<file path="config.mk">
export PLATFORM = sky130hd
export DESIGN_NAME = hand_swipe_gesture_detector_core
export DESIGN_NICKNAME = d
export VERILOG_FILES = /design/src/rtl/hsg_pkg.sv /design/src/rtl/hand_swipe_gesture_detector_core.sv /design/src/rtl/hsg_run_lane.sv /design/src/rtl/hsg_merge.sv
export SDC_FILE = /design/constraint.sdc
export NUM_CORES = 1
export LEC_CHECK = 0
export ABC_AREA = 1
export BUFFER_PORTS_ARGS = -buffer_cell sky130_fd_sc_hd__buf_2
export CAP_MARGIN = 10
export CELL_PAD_IN_SITES_DETAIL_PLACEMENT = 1
export CELL_PAD_IN_SITES_GLOBAL_PLACEMENT = 2
export CORE_MARGIN = 2
export CORE_UTILIZATION = 28
export CTS_BUF_LIST = sky130_fd_sc_hd__clkbuf_16
export CTS_CLUSTER_DIAMETER = 120
export DETAILED_ROUTE_END_ITERATION = 10
export PLACE_DENSITY = 0.61
export SLEW_MARGIN = 15
export SYNTH_ARGS = -nofsm -noshare
export SYNTH_HDL_FRONTEND = slang
export SYNTH_SLANG_ARGS = --single-unit
</file>
<file path="constraint.sdc">
create_clock -name aclk -period 17.2 [get_ports aclk]
set_input_delay 2.58 -clock aclk [delete_from_list [all_inputs] [get_ports aclk]]
set_output_delay 2.58 -clock aclk [all_outputs]
set_load 0.005 [all_outputs]
</file>
<file path="src/rtl/hsg_pkg.sv">
package hsg_pkg;

    // configuration port geometry
    localparam int CFG_IDX_W  = 3;
    localparam int CFG_DATA_W = 16;

    // register indexes
    localparam logic [CFG_IDX_W-1:0] CFG_FRAME_INTERVAL    = 3'd0;
    localparam logic [CFG_IDX_W-1:0] CFG_MAX_VERTICAL_STEP = 3'd1;
    localparam logic [CFG_IDX_W-1:0] CFG_MIN_DURATION      = 3'd2;
    localparam logic [CFG_IDX_W-1:0] CFG_MAX_DURATION      = 3'd3;
    localparam logic [CFG_IDX_W-1:0] CFG_MIN_TRAVEL        = 3'd4;
    localparam logic [CFG_IDX_W-1:0] CFG_COMBO_WINDOW      = 3'd5;

    // run elapsed time, saturating
    localparam int               ELAPSED_W   = 17;
    localparam logic [ELAPSED_W-1:0] ELAPSED_MAX = 17'h1FFFF;

    typedef struct packed {
        logic [9:0]  frame_interval;
        logic [13:0] max_vertical_step;
        logic [15:0] min_duration;
        logic [15:0] max_duration;
        logic [13:0] min_travel;
        logic [15:0] combo_window;
    } cfg_t;

    // swipe flags from the four run lanes
    typedef struct packed {
        logic left_lr;
        logic left_rl;
        logic right_lr;
        logic right_rl;
    } swipe_t;

    typedef enum logic [2:0] {
        GEST_NONE          = 3'd0,
        GEST_LEFT_LR       = 3'd1,
        GEST_RIGHT_RL      = 3'd2,
        GEST_BOTH_DOOR     = 3'd3,
        GEST_LEFT_RL_DOOR  = 3'd4,
        GEST_RIGHT_LR_DOOR = 3'd5,
        GEST_LEFT_RL       = 3'd6,
        GEST_RIGHT_LR      = 3'd7
    } gesture_t;

endpackage

</file>
<file path="src/rtl/hand_swipe_gesture_detector_core.sv">
// Hand swipe detector: takes one frame of left and right hand positions per clock cycle
// while the output side is ready, and returns one gesture code per frame. Four
// run lanes (each hand, each direction) update their run state in the cycle that takes
// the frame; once the output register is free, the merging stage checks the runs,
// stamps the per-hand swipe times and loads the output register. A frame passes through
// the lane state register and then the output register.
// Configuration registers must be written only while no frame is in flight.
module hand_swipe_gesture_detector_core
    import hsg_pkg::*;
#(
    parameter int COORD_BITS = 14,
    parameter int TIME_BITS  = 32
) (
    input  logic                         aclk,
    input  logic                         aresetn,
    input  logic                         s_valid,
    output logic                         s_ready,
    input  logic signed [COORD_BITS-1:0] s_left_x,
    input  logic signed [COORD_BITS-1:0] s_left_y,
    input  logic signed [COORD_BITS-1:0] s_right_x,
    input  logic signed [COORD_BITS-1:0] s_right_y,
    output logic                         m_valid,
    input  logic                         m_ready,
    output logic [2:0]                   m_gesture,
    input  logic                         cfg_wr_en,
    input  logic [CFG_IDX_W-1:0]         cfg_index,
    input  logic [CFG_DATA_W-1:0]        cfg_wdata
);

    cfg_t     cfg_reg;
    logic     check_valid_reg;
    logic     out_valid_reg;
    gesture_t gesture_reg;

    logic     accept;
    logic     advance;
    logic     out_free;
    swipe_t   swipe;
    gesture_t gesture;

    // configuration writes
    always_ff @(posedge aclk) begin
        if (!aresetn) begin
            cfg_reg.frame_interval    <= 10'd33;
            cfg_reg.max_vertical_step <= 14'd100;
            cfg_reg.min_duration      <= 16'd200;
            cfg_reg.max_duration      <= 16'd1000;
            cfg_reg.min_travel        <= 14'd300;
            cfg_reg.combo_window      <= 16'd500;
        end else if (cfg_wr_en) begin
            case (cfg_index)
                CFG_FRAME_INTERVAL:    cfg_reg.frame_interval    <= cfg_wdata[9:0];
                CFG_MAX_VERTICAL_STEP: cfg_reg.max_vertical_step <= cfg_wdata[13:0];
                CFG_MIN_DURATION:      cfg_reg.min_duration      <= cfg_wdata;
                CFG_MAX_DURATION:      cfg_reg.max_duration      <= cfg_wdata;
                CFG_MIN_TRAVEL:        cfg_reg.min_travel        <= cfg_wdata[13:0];
                CFG_COMBO_WINDOW:      cfg_reg.combo_window      <= cfg_wdata;
                default: ;
            endcase
        end
    end

    // handshake: lane state may only change once the checked transaction moves on
    assign out_free = !out_valid_reg || m_ready;
    assign advance  = check_valid_reg && out_free;
    assign s_ready  = !check_valid_reg || out_free;
    assign accept   = s_valid && s_ready;

    // run lanes
    hsg_run_lane #(.COORD_BITS(COORD_BITS), .RISING(1'b1)) u_lane_left_lr (
        .aclk(aclk), .aresetn(aresetn), .accept(accept),
        .x(s_left_x), .y(s_left_y), .cfg(cfg_reg), .swipe(swipe.left_lr)
    );
    hsg_run_lane #(.COORD_BITS(COORD_BITS), .RISING(1'b0)) u_lane_left_rl (
        .aclk(aclk), .aresetn(aresetn), .accept(accept),
        .x(s_left_x), .y(s_left_y), .cfg(cfg_reg), .swipe(swipe.left_rl)
    );
    hsg_run_lane #(.COORD_BITS(COORD_BITS), .RISING(1'b1)) u_lane_right_lr (
        .aclk(aclk), .aresetn(aresetn), .accept(accept),
        .x(s_right_x), .y(s_right_y), .cfg(cfg_reg), .swipe(swipe.right_lr)
    );
    hsg_run_lane #(.COORD_BITS(COORD_BITS), .RISING(1'b0)) u_lane_right_rl (
        .aclk(aclk), .aresetn(aresetn), .accept(accept),
        .x(s_right_x), .y(s_right_y), .cfg(cfg_reg), .swipe(swipe.right_rl)
    );

    // merging stage
    hsg_merge #(.TIME_BITS(TIME_BITS)) u_merge (
        .aclk(aclk), .aresetn(aresetn), .tick(accept), .advance(advance),
        .cfg(cfg_reg), .swipe(swipe), .gesture(gesture)
    );

    // pipeline control and output register
    always_ff @(posedge aclk) begin
        if (!aresetn) begin
            check_valid_reg <= 1'b0;
            out_valid_reg   <= 1'b0;
        end else begin
            if (accept) begin
                check_valid_reg <= 1'b1;
            end else if (advance) begin
                check_valid_reg <= 1'b0;
            end
            if (advance) begin
                out_valid_reg <= 1'b1;
            end else if (m_ready) begin
                out_valid_reg <= 1'b0;
            end
        end
    end

    always_ff @(posedge aclk) begin
        if (advance) begin
            gesture_reg <= gesture;
        end
    end

    assign m_valid   = out_valid_reg;
    assign m_gesture = gesture_reg;

`ifndef SYNTHESIS
    // a left L-to-R swipe always wins the priority
    assert property (@(posedge aclk) disable iff (!aresetn)
        (advance && swipe.left_lr) |=> (m_gesture == GEST_LEFT_LR))
        else $error("left L-to-R swipe not reported");

    // an accepted transaction always reaches the check stage
    assert property (@(posedge aclk) disable iff (!aresetn)
        accept |=> check_valid_reg)
        else $error("accepted transaction lost before check stage");

    // a waiting checked transaction keeps the lanes frozen
    assert property (@(posedge aclk) disable iff (!aresetn)
        (check_valid_reg && !out_free) |=> check_valid_reg && $stable(swipe))
        else $error("lane state changed under a held transaction");
`endif

endmodule

</file>
<file path="src/rtl/hsg_run_lane.sv">
module hsg_run_lane
    import hsg_pkg::*;
#(
    parameter int   COORD_BITS = 14,
    parameter logic RISING     = 1'b1
) (
    input  logic                         aclk,
    input  logic                         aresetn,
    input  logic                         accept,
    input  logic signed [COORD_BITS-1:0] x,
    input  logic signed [COORD_BITS-1:0] y,
    input  cfg_t                         cfg,
    output logic                         swipe
);

    localparam int DW = COORD_BITS + 1;
    localparam int CW = DW + 14;

    logic                         valid_reg;
    logic signed [COORD_BITS-1:0] start_x_reg;
    logic signed [COORD_BITS-1:0] last_x_reg;
    logic signed [COORD_BITS-1:0] last_y_reg;
    logic [ELAPSED_W-1:0]         elapsed_reg;

    logic                         against;
    logic signed [DW-1:0]         dy;
    logic [DW-1:0]                dy_abs;
    logic                         restart;
    logic [ELAPSED_W:0]           elapsed_sum;
    logic [ELAPSED_W-1:0]         elapsed_next;
    logic signed [DW-1:0]         travel;
    logic [DW-1:0]                travel_abs;

    // restart test against the last point of the run
    always_comb begin
        if (RISING) begin
            against = x < last_x_reg;
        end else begin
            against = x > last_x_reg;
        end
        dy      = DW'(y) - DW'(last_y_reg);
        dy_abs  = dy[DW-1] ? DW'(-dy) : DW'(dy);
        restart = !valid_reg || against ||
                  (CW'(dy_abs) > CW'(cfg.max_vertical_step));
    end

    // elapsed time, saturating
    always_comb begin
        elapsed_sum = {1'b0, elapsed_reg} + (ELAPSED_W + 1)'(cfg.frame_interval);
        if (restart) begin
            elapsed_next = '0;
        end else if (elapsed_sum > (ELAPSED_W + 1)'(ELAPSED_MAX)) begin
            elapsed_next = ELAPSED_MAX;
        end else begin
            elapsed_next = elapsed_sum[ELAPSED_W-1:0];
        end
    end

    always_ff @(posedge aclk) begin
        if (!aresetn) begin
            valid_reg <= 1'b0;
        end else if (accept) begin
            valid_reg <= 1'b1;
        end
    end

    always_ff @(posedge aclk) begin
        if (accept) begin
            if (restart) begin
                start_x_reg <= x;
            end
            elapsed_reg <= elapsed_next;
            last_x_reg  <= x;
            last_y_reg  <= y;
        end
    end

    // swipe check on the stored run
    always_comb begin
        travel     = DW'(last_x_reg) - DW'(start_x_reg);
        travel_abs = travel[DW-1] ? DW'(-travel) : DW'(travel);
        swipe      = valid_reg &&
                     (elapsed_reg > ELAPSED_W'(cfg.min_duration)) &&
                     (elapsed_reg < ELAPSED_W'(cfg.max_duration)) &&
                     (CW'(travel_abs) > CW'(cfg.min_travel));
    end

endmodule

</file>
<file path="src/rtl/hsg_merge.sv">
module hsg_merge
    import hsg_pkg::*;
#(
    parameter int TIME_BITS = 32
) (
    input  logic     aclk,
    input  logic     aresetn,
    input  logic     tick,
    input  logic     advance,
    input  cfg_t     cfg,
    input  swipe_t   swipe,
    output gesture_t gesture
);

    logic [TIME_BITS-1:0] now_time_reg;
    logic [TIME_BITS-1:0] left_time_reg;
    logic [TIME_BITS-1:0] right_time_reg;

    logic [TIME_BITS-1:0] left_time_next;
    logic [TIME_BITS-1:0] right_time_next;
    logic [TIME_BITS-1:0] since_left;
    logic [TIME_BITS-1:0] since_right;
    logic [TIME_BITS-1:0] window;
    logic                 priority_hit;
    logic                 lnow;
    logic                 rnow;

    // stamps of the opposite-direction swipes
    always_comb begin
        priority_hit    = swipe.left_lr || swipe.right_rl;
        left_time_next  = swipe.left_rl  ? now_time_reg : left_time_reg;
        right_time_next = swipe.right_lr ? now_time_reg : right_time_reg;
        since_left      = now_time_reg - left_time_next;
        since_right     = now_time_reg - right_time_next;
        window          = TIME_BITS'(cfg.combo_window);
        lnow            = left_time_next == now_time_reg;
        rnow            = right_time_next == now_time_reg;
    end

    // gesture priority
    always_comb begin
        if (swipe.left_lr) begin
            gesture = GEST_LEFT_LR;
        end else if (swipe.right_rl) begin
            gesture = GEST_RIGHT_RL;
        end else if (lnow && rnow) begin
            gesture = GEST_BOTH_DOOR;
        end else if (lnow && (since_right < window)) begin
            gesture = GEST_LEFT_RL_DOOR;
        end else if (rnow && (since_left < window)) begin
            gesture = GEST_RIGHT_LR_DOOR;
        end else if (lnow) begin
            gesture = GEST_LEFT_RL;
        end else if (rnow) begin
            gesture = GEST_RIGHT_LR;
        end else begin
            gesture = GEST_NONE;
        end
    end

    // frame clock and swipe stamps
    always_ff @(posedge aclk) begin
        if (!aresetn) begin
            now_time_reg   <= '0;
            left_time_reg  <= '0;
            right_time_reg <= '0;
        end else begin
            if (tick) begin
                now_time_reg <= now_time_reg + TIME_BITS'(cfg.frame_interval);
            end
            if (advance && !priority_hit) begin
                left_time_reg  <= left_time_next;
                right_time_reg <= right_time_next;
            end
        end
    end

endmodule
</file>
# Yosys cells after proc, flatten, opt, wreduce, memory -nomap -nowiden
# Cells that the tools add are included.
# classes
addsub,19
order_cmp,24
eq_ne,7
n_mux,22
reduce_logical,47
# ops
op,count
$gt A15 B14 Y1,6
$mux W15,6
$neg A15 Y15,6
$sub A14 B14 Y15,6
$add A17 B10 Y18,4
$gt A18 B17 Y1 const B,4
$gt A17 B16 Y1,4
$lt A17 B16 Y1,4
$mux W17,4
$eq A32 B32 Y1,2
$lt A32 B16 Y1,2
$mux W32,2
$sub A32 B32 Y32,2
$add A32 B10 Y32,1
$gt A14 B14 Y1,2
$lt A14 B14 Y1,2
$reduce_and A2 Y1,10
$logic_and A1 B1 Y1,18
$mux W3,4
$logic_or A1 B1 Y1,11
$eq A3 B2 Y1 const B,2
$eq A3 B3 Y1 const B,2
$logic_not A1 Y1,4
$mux W1,4
other kinds (5),7
# totals
register_bits,368
inputBits,80
out_inout_bits,5
elab_cells,145

# Depth between registers and ports, before layout
# Gate-level depths: netlist (run 1).
# depth
ltp_word,13
mapped_depth,62
depth_no_buf,59

# Hierarchy
# Synthesis (run 1) repeated with hierarchy kept, for this count alone.
# hier_totals
cells_unflattened,6190
hier_area_um2,41718.8
# modules_own_cells
module,n_inst,cells_per_inst,area_each_um2,seq_area_each_um2
hsg_merge,1,1696,10004.6,1921.8
hsg_run_lane (u_lane_right_lr),1,1044,7144.4,1791.7
hsg_run_lane (u_lane_left_lr),1,1000,7028.0,1791.7
hsg_run_lane (u_lane_left_rl),1,999,7020.5,1791.7
hsg_run_lane (u_lane_right_rl),1,959,6876.6,1791.7
hand_swipe_gesture_detector_core,1,492,3644.7,1851.8

# Worst setup path before layout (run 1)
# No wires, ideal clock.
# synth_timing
path_kind,input to register
start,input port m_ready
end,register u_lane_left_lr.start_x_reg[0] (enable)
setup_ps,359
arrival_time_ps,7118
t_required_ps,16841
slack_ps,9723
cell_stages,7
n_path_buf,1
path_cell_list,inv_1 nand3_1 nand2_1 clkinv_1 clkbuf_1 nand2_1 inv_1
# synth_between
elab_chain_cells,4
# synth_rtl
item,line_no,text
from (decl),hand_swipe_gesture_detector_core.sv:23,"input logic m_ready,"
$logic_or A1 B1 Y1,hand_swipe_gesture_detector_core.sv:64,assign out_free = !out_valid_reg || m_ready;
$logic_or A1 B1 Y1,hand_swipe_gesture_detector_core.sv:66,assign s_ready = !check_valid_reg || out_free;
via s_ready,hand_swipe_gesture_detector_core.sv:17,"output logic s_ready,"
$logic_and A1 B1 Y1,hand_swipe_gesture_detector_core.sv:67,assign accept = s_valid && s_ready;
via accept,hand_swipe_gesture_detector_core.sv:35,logic accept;
$reduce_and A2 Y1 (no line),n/a,
to (signal assigned),hsg_run_lane.sv:70,start_x_reg <= x;
to (decl),hsg_run_lane.sv:20,logic signed [COORD_BITS-1:0] start_x_reg;
# The timed path passes the listed nets, and every way through them passes these cells.
# A chain may end at the register's enable or synchronous reset.

# Worst setup path after layout (run 1)
# layout_timing
start,register u_lane_right_lr.last_x_reg[0]
end,"register gesture_reg[1] (netlist: m_gesture[1]), data pin"
# layout_between
elab_chain_cells,13
elab_cells_between_ends,23
cone_classes,add/sub (5); order compare (3); eq/ne (1); mux (9); reduce/logical (5)
# layout_rtl
item,line_no,text
from (decl),hsg_run_lane.sv:21,logic signed [COORD_BITS-1:0] last_x_reg;
from (signal assigned),hsg_run_lane.sv:73,last_x_reg <= x;
$sub A14 B14 Y15 (*),hsg_run_lane.sv:80,travel = DW'(last_x_reg) - DW'(start_x_reg);
$neg A15 Y15,hsg_run_lane.sv:81,travel_abs = travel[DW-1] ? DW'(-travel) : DW'(travel);
$mux W15 (*),hsg_run_lane.sv:81,
$gt A15 B14 Y1 (*),hsg_run_lane.sv:85,(CW'(travel_abs) > CW'(cfg.min_travel));
$logic_and A1 B1 Y1 (*),hsg_run_lane.sv:84,(elapsed_reg < ELAPSED_W'(cfg.max_duration)) &&
$mux W32 (*),hsg_merge.sv:32,right_time_next = swipe.right_lr ? now_time_reg : right_time_reg;
via u_merge.right_time_next[1],hsg_merge.sv:20,logic [TIME_BITS-1:0] right_time_next;
branches (longest 5 deep; another with $sub A32 B32 Y32),n/a,
$mux W2 (*),hsg_merge.sv:46,end else if (lnow && rnow) begin
$mux W2 (*),hsg_merge.sv:44,end else if (swipe.right_rl) begin
to (signal assigned),hand_swipe_gesture_detector_core.sv:114,gesture_reg <= gesture;
to (decl),hand_swipe_gesture_detector_core.sv:33,gesture_t gesture_reg;
# Mark *: on every way through the listed nets, which the timed path passes.

==> results_dict.tcl, run 1 <==
set metrics [dict create \
    ys_types 63 \
    syn_avg_cell_area_um2 7.481 \
    min_from "u_merge.left_time_reg[1]" \
    fp-row-count 123 \
    cts-resized-gates 0 \
    worst-path-buf-inv 6 \
    netlist_instances 4238 \
    place_congestion 0.8049 \
    clk_pin_slew_ns 0.06 \
    swShare 0.3874 \
    p_comb_frac 0.370 \
    cts_tree "yes" \
    crit_arrival_ns 8.85 \
    yosysMostFrequentCell "nand2_1" \
    slew_headroom 0.2732 \
    outcome "complete, no violations" \
    ys_seq_elements 368 \
    fp.dieH_um 340.5 \
    post-route-min-period_ns 8.460 \
    power_switching_mw 1.311 \
    drv_cap 0 \
    synthesis.nets 4793 \
    hold_violations 0 \
    overflow 0 \
    hold_depth 2 \
    fin_crit_sh 0.4919 \
    coreArea_um2 112300 \
    tns_ns 0 \
    fp.dieW_um 340.5 \
    synthTopCellsByArea "ha_1, edfxtp_1, dfxtp_1" \
    synth_edf_count 183 \
    ant_nets 0 \
    power.leakage_nw 17.12 \
    cts_setup_buffers 0 \
    wl_per_cell_um 19.18 \
    p_int_mw 2.074 \
    grtUsageTotal 0.1930 \
    critPathMaxFanout 35 \
    fmax_mhz 118.2 \
    worstHoldEndpoint "u_merge.left_time_reg[1]" \
    vias 28200 \
    cp.required_ns 17.59 \
    synth_ff_type "dfxtp_1" \
    grt_pass1_vias 29130 \
    port_buffers 84 \
    ioPinCount 85 \
    area_growth_pct 12.22 \
    worstHoldPathType "flip-flop to flip-flop" \
    largest_reg_flops 86 \
    clock_path_buffers 3 \
    finalClockSkew_ns 0.04022 \
    nNetsFinal 4877 \
    drive_gt1_frac 0.05889 \
    antenna_found_initial 8 \
    startpoint "u_lane_right_lr.last_x_reg[0]" \
    crit_top_cell "nand2_1" \
    max_stage_delay_ns 0.46 \
    clock_power_share 0.331 \
    drc 0 \
    clk_latency_ns 0.66 \
    htreeDepth 2 \
    yosys_warnings 0 \
    ir_drop_v 0.00007536 \
    grt_pass1_wl_mm 173.8 \
    fill_cells 13700 \
    die_area_um2 115900 \
    grt_setup_unrepaired "false" \
    numCtsBuffers 52 \
    numClockSinks 368 \
    yosysSeqAreaShare 0.2901 \
    netlist.area_leader.share 0.1823 \
    worst_pin_slew_ns 1.079 \
    diodes 0 \
    endpoint_kind "flip-flop" \
    reg2reg_slack_ns 8.74 \
    yosys-top-cells-count "nand2_1, inv_1, a21oi_1" \
    maxSlewViolCount 0 \
    crit_family "simple AND/OR/NAND/NOR gates" \
    post-synth-top-area-cell "ha_1" \
    reg2reg_to "m_gesture[1]" \
    grt_max_degree 81 \
    seqPwrFrac 0.300 \
    start_kind "flip-flop" \
    vias_per_cell 4.809 \
    start_util 0.2822 \
    synth_area_um2 31700 \
    r2r.worst_path.cells 53 \
    postCtsHoldBufs 0 \
    critPathKind "flip-flop to flip-flop" \
    drtIter0Drc 1133 \
    dr.pass1.iters 5 \
    cts-root-buf "clkbuf_16" \
    power-per-cell-area_nw_per_um2 95.17 \
    wl_mm 112.5 \
    worst_path_max_delay_cell "fa_1" \
    setup_viol 0 \
    rr_startpoint "u_lane_right_lr.last_x_reg[0]" \
    post-route-util 0.3167 \
    async_reset_ff_frac 0 \
    dpl.hpwl_mm 91.41 \
]
==> layout make-up <==
class,instances,area (um2),area share
clock buffer,54,1351,0.03798
multi-input combinational,3129,19710,0.5539
inverter,672,2527,0.07104
clock inverter,42,380.4,0.01069
timing repair buffer,99,535.5,0.01505
tap,1500,1877,0.05275
sequential,368,9199,0.2586
==> metrics by stage <==
stage,instances,cell area (um2),hold slack (ns),setup WS (ns),total power [mW]
finish,5864,35580,0.4624,8.740,3.386
global route,5864,35580,0.4959,7.580,3.656
CTS,5864,35580,0.4671,8.684,3.449
detailed placement,5768,33850,0.4570,8.702,2.303
global placement,5768,33850,0.4475,8.783,2.294
floorplan,4238,31700,0.4297,9.723,1.927
==> worst reg2reg max path, delay by kind of cell (launching register included) <==
family | cells | cell delay [ns]
flops | 1 | 0.40
simple gates | 32 | 3.25
buf+inv | 6 | 0.55
compound gates | 7 | 1.99
xor+xnor | 3 | 0.50
fa+ha+maj | 5 | 1.57
==> layout by cell type, fill, tap and decap left out, types with 11 or more instances in the layout <==
master     netlist  layout
a21o_1          11      11
a21oi_1        495     495
a31oi_1         11      11
buf_2            4      83
buf_4            1      16
clkbuf_16        0      54
dfxtp_1        185     185
edfxtp_1       183     183
fa_1            13      13
ha_1           462     462
inv_1          662     669
mux2i_1         24      24
nand2_1        725     725
nand2_2         22      22
nand3_1        159     159
nand3_2         12      11
nand3b_1        18      18
nand4_1         83      83
nor2_1         380     380
nor3_1          63      63
nor4_1          16      16
o211ai_1        26      26
o21a_1          11      11
o21ai_0        241     241
o21bai_1        55      55
o31ai_1         13      13
xnor2_1         36      36
xor2_1         165     165
==> power by group through the flow <==
stage / combinational (mW) / clock (mW) / sequential, mW
finish: 1.25 / 1.12 / 1.01
global route: 1.45 / 1.18 / 1.02
CTS: 1.28 / 1.16 / 1.02
detailed placement: 1.27 / 0 / 1.03
global placement: 1.26 / 0 / 1.03
floorplan: 0.910 / 0 / 1.02
==> cell families after synthesis <==
kind of cell    count (synthesis)  synth area share
fa+ha+maj                     475            0.1905
compound gates                914            0.1589
flops                         368            0.2901
buf+inv                       741           0.08848
simple gates                 1514            0.2083
xor+xnor                      202           0.05604
mux                            24          0.007577
==> worst max path at each step <==
stage | depth (start not counted) | endpoint | slack (ns)
after floorplan | 7 | u_lane_left_lr.start_x_reg[0] | 9.72
after global placement | 33 | u_lane_left_lr.start_x_reg[8] | 8.78
after detailed placement | 53 | m_gesture[1] | 8.70
after CTS | 53 | m_gesture[1] | 8.68
after global routing | 53 | m_gesture[1] | 7.58
final | 53 | m_gesture[1] | 8.74
==> metal layers <==
layer | GRT usage | share of wire | vias up | wire, um
met5 | 0 | 0 | - | 0
met4 | 0.03928 | 0.017 | 0 | 1880
met3 | 0.01693 | 0.025 | 98 | 2770
met2 | 0.3229 | 0.46 | 274 | 51350
met1 | 0.2704 | 0.50 | 13380 | 56460
li1 | - | - | 14450 | -
Note: power is estimated with default switching activity, not from simulation.
==> run 2, diff against run 1 <==
--- a/config.mk
+++ b/config.mk
@@ -5,7 +5,7 @@
 export SDC_FILE = /design/constraint.sdc
 export NUM_CORES = 1
 export LEC_CHECK = 0
-export ABC_AREA = 1
+export ABC_AREA = 0
 export BUFFER_PORTS_ARGS = -buffer_cell sky130_fd_sc_hd__buf_2
 export CAP_MARGIN = 10
 export CELL_PAD_IN_SITES_DETAIL_PLACEMENT = 1
@@ -15,7 +15,7 @@
 export CTS_BUF_LIST = sky130_fd_sc_hd__clkbuf_16
 export CTS_CLUSTER_DIAMETER = 120
 export DETAILED_ROUTE_END_ITERATION = 10
-export PLACE_DENSITY = 0.61
+export PLACE_DENSITY = 0.58
 export SLEW_MARGIN = 15
 export SYNTH_ARGS = -nofsm -noshare
 export SYNTH_HDL_FRONTEND = slang
==> constraint.sdc (replaced) <==
create_clock -name aclk -period 8.3 [get_ports aclk]
set_input_delay 1.245 -clock aclk [delete_from_list [all_inputs] [get_ports aclk]]
set_output_delay 1.245 -clock aclk [all_outputs]
set_load 0.005 [all_outputs]
==> results_dict.tcl, run 2 <==
set metrics [dict create \
    outcome "finished, violations left" \
    violations "setup timing" \
    crit_family "buffers and inverters" \
    nNetsFinal 4686 \
    cp.required_ns 8.69 \
    grt_max_degree 64 \
    seqCellArea_um2 9199 \
    endpoint_kind "flip-flop" \
    crit_arrival_ns 9.36 \
    numClockSinks 368 \
    worst_path_max_delay_cell "fa_2" \
    dpl.hpwl_mm 89.50 \
    htreeDepth 2 \
    final_cell_mix "ha_1, a21oi_1, buf_4" \
    yosys_warnings 0 \
    worstHoldPathType "flip-flop to flip-flop" \
    dp_slack_ns -1.118 \
    netlist.area_leader.share 0.1824 \
    fp.dieH_um 340.4 \
    drv_cap 0 \
    critPathMaxFanout 5 \
    yosysSeqAreaShare 0.2903 \
    largest_reg_flops 86 \
    drtIter0Drc 1228 \
    fmax_mhz 111.4 \
    post-synth-top-area-cell "ha_1" \
    fp.dieW_um 340.4 \
    clock_path_buffers 3 \
    final_area_um2 38710 \
    place_congestion 0.8243 \
    crit_top_cell "buf_4" \
    port_buffers 84 \
    post-route-min-period_ns 8.977 \
    hold_violations 0 \
    maxSlewViolCount 0 \
    cts-root-buf "clkbuf_16" \
    drive_gt1_frac 0.1591 \
    yosysMostFrequentCell "ha_1" \
    fin_cells 5675 \
    finalClockSkew_ns 0.02357 \
    antenna_found_initial 9 \
    wl_mm 113.5 \
    tns_ns -0.6775 \
    post_dp_cell_area_um2 36450 \
    power.leakage_nw 16.69 \
    setup_ws_ns -0.6775 \
    die_area_um2 115900 \
    coreArea_um2 112300 \
    grt_pass1_wl_mm 176.1 \
    area_growth_pct 22.16 \
    ys_types 96 \
    ir_drop_v 0.0001653 \
    syn_avg_cell_area_um2 8.550 \
    wl_per_cell_um 20.00 \
    fin_crit_sh 1.082 \
    setup_viol 1 \
    worst_pin_slew_ns 1.097 \
    hold_depth 2 \
    clk_latency_ns 0.65 \
    critPathKind "flip-flop to flip-flop" \
    synth_ff_type "dfxtp_1" \
    slew_headroom 0.2648 \
    ys_seq_elements 368 \
    dr.pass1.iters 4 \
    cts_tree "yes" \
    placedCellCount 5544 \
    fill_cells 13230 \
    yosys-top-cells-count "ha_1, a21oi_1, nand2_1" \
    synth_edf_count 183 \
    vias 28380 \
    max_stage_delay_ns 0.44 \
    fp-row-count 123 \
    start_util 0.2821 \
    async_reset_ff_frac 0 \
    cp.depth 57 \
    worst-path-buf-inv 24 \
    vias_per_cell 5.000 \
    overflow 0 \
    clk_pin_slew_ns 0.06 \
    synthesis.nets 4261 \
    synthTopCellsByArea "ha_1, edfxtp_1, dfxtp_1" \
    layout_commonest_cell "ha_1" \
    synth_area_um2 31690 \
    start_kind "flip-flop" \
    ant_nets 0 \
    grt_pass1_vias 29310 \
    power-per-cell-area_nw_per_um2 187.8 \
    grt_setup_unrepaired "true" \
    drc 0 \
    netlist_instances 3706 \
    multi_input_comb_area_um2 21260 \
    r2r.worst_path.cells 57 \
    numCtsBuffers 53 \
    grtUsageTotal 0.1941 \
    ioPinCount 85 \
]
## run 2: repair_timing
| action | CTS | global route |
|---|---|---|
| pin swaps | 47 | 46 |
| gates resized for setup | 38 | 35 |
| hold buffers | 0 | 0 |
| buffers inserted | 28 | 4 |
| endpoints found under the setup margin | 1 | 1 |
## run 2: layer usage
metal,track usage,vias up,share of wire
li1,-,14310,-
met1,0.2731,13670,0.50
met2,0.3163,280,0.45
met3,0.02575,107,0.029
met4,0.03910,2,0.019
met5,0,-,0.000062
## run 2: report_power, final
group | switching (mW) | leakage (nW) | internal (mW)
sequential | 0.0714 | 3.33 | 2.02
clock | 0.963 | 0.888 | 1.33
combinational | 1.55 | 12.5 | 1.34
## run 2: cell families (layout without fill, tap and decap cells)
| logic type | after synthesis | in the layout | synth area share |
|---|---|---|---|
| XOR/XNOR | 229 | 229 | 0.06329 |
| other | 0 | 1 | 0 |
| adder cells (fa/ha/maj) | 478 | 478 | 0.1916 |
| multiplexers | 77 | 77 | 0.02460 |
| AO/OA/AOI/OAI | 1077 | 1077 | 0.2188 |
| buffers and inverters | 432 | 900 | 0.05204 |
| AND/OR/NAND/NOR | 1045 | 1045 | 0.1594 |
| flip-flops | 368 | 368 | 0.2903 |
## run 2: worst paths after layout
check,from,to,slack (ns)
min,cfg_reg[54],cfg_reg[54],0.45
max reg2reg,u_lane_left_rl.last_x_reg[0],m_gesture[1],-0.68
min reg2reg,cfg_reg[54],cfg_reg[54],0.45
max,u_lane_left_rl.last_x_reg[0],m_gesture[1],-0.68
## run 2: worst reg2reg max path, delay by kind of cell (launching register included)
kind | cells | cell delay (ns)
buffers and inverters | 24 | 2.97
AOI/OAI and AO/OA | 17 | 2.68
adders and majority gates | 4 | 1.09
and+or+nand+nor | 9 | 1.04
DFF | 1 | 0.40
muxes | 1 | 0.31
xor gates and xnor gates | 2 | 0.27
## run 2: area by class of cell
cell class | instances | share of cell area
multi-input cells | 2906 | 0.5491
flip-flops and latches | 368 | 0.2376
repair buffers | 477 | 0.08921
well taps | 1500 | 0.04848
clock buffers | 56 | 0.03620
inverters | 325 | 0.03177
clock inverters | 42 | 0.007531
diodes | 1 | 0.00006465
## run 2: per-stage QoR
step / utilization / total power [mW] / hold slack, ns
after global routing: 0.3445 / 7.775 / 0.4737
after detailed placement: 0.3245 / 4.873 / 0.4468
after floorplan: - / 3.830 / 0.4363
final: 0.3446 / 7.269 / 0.4522
after CTS: 0.3430 / 7.346 / 0.4552
after global placement: 0.3245 / 4.859 / 0.4412
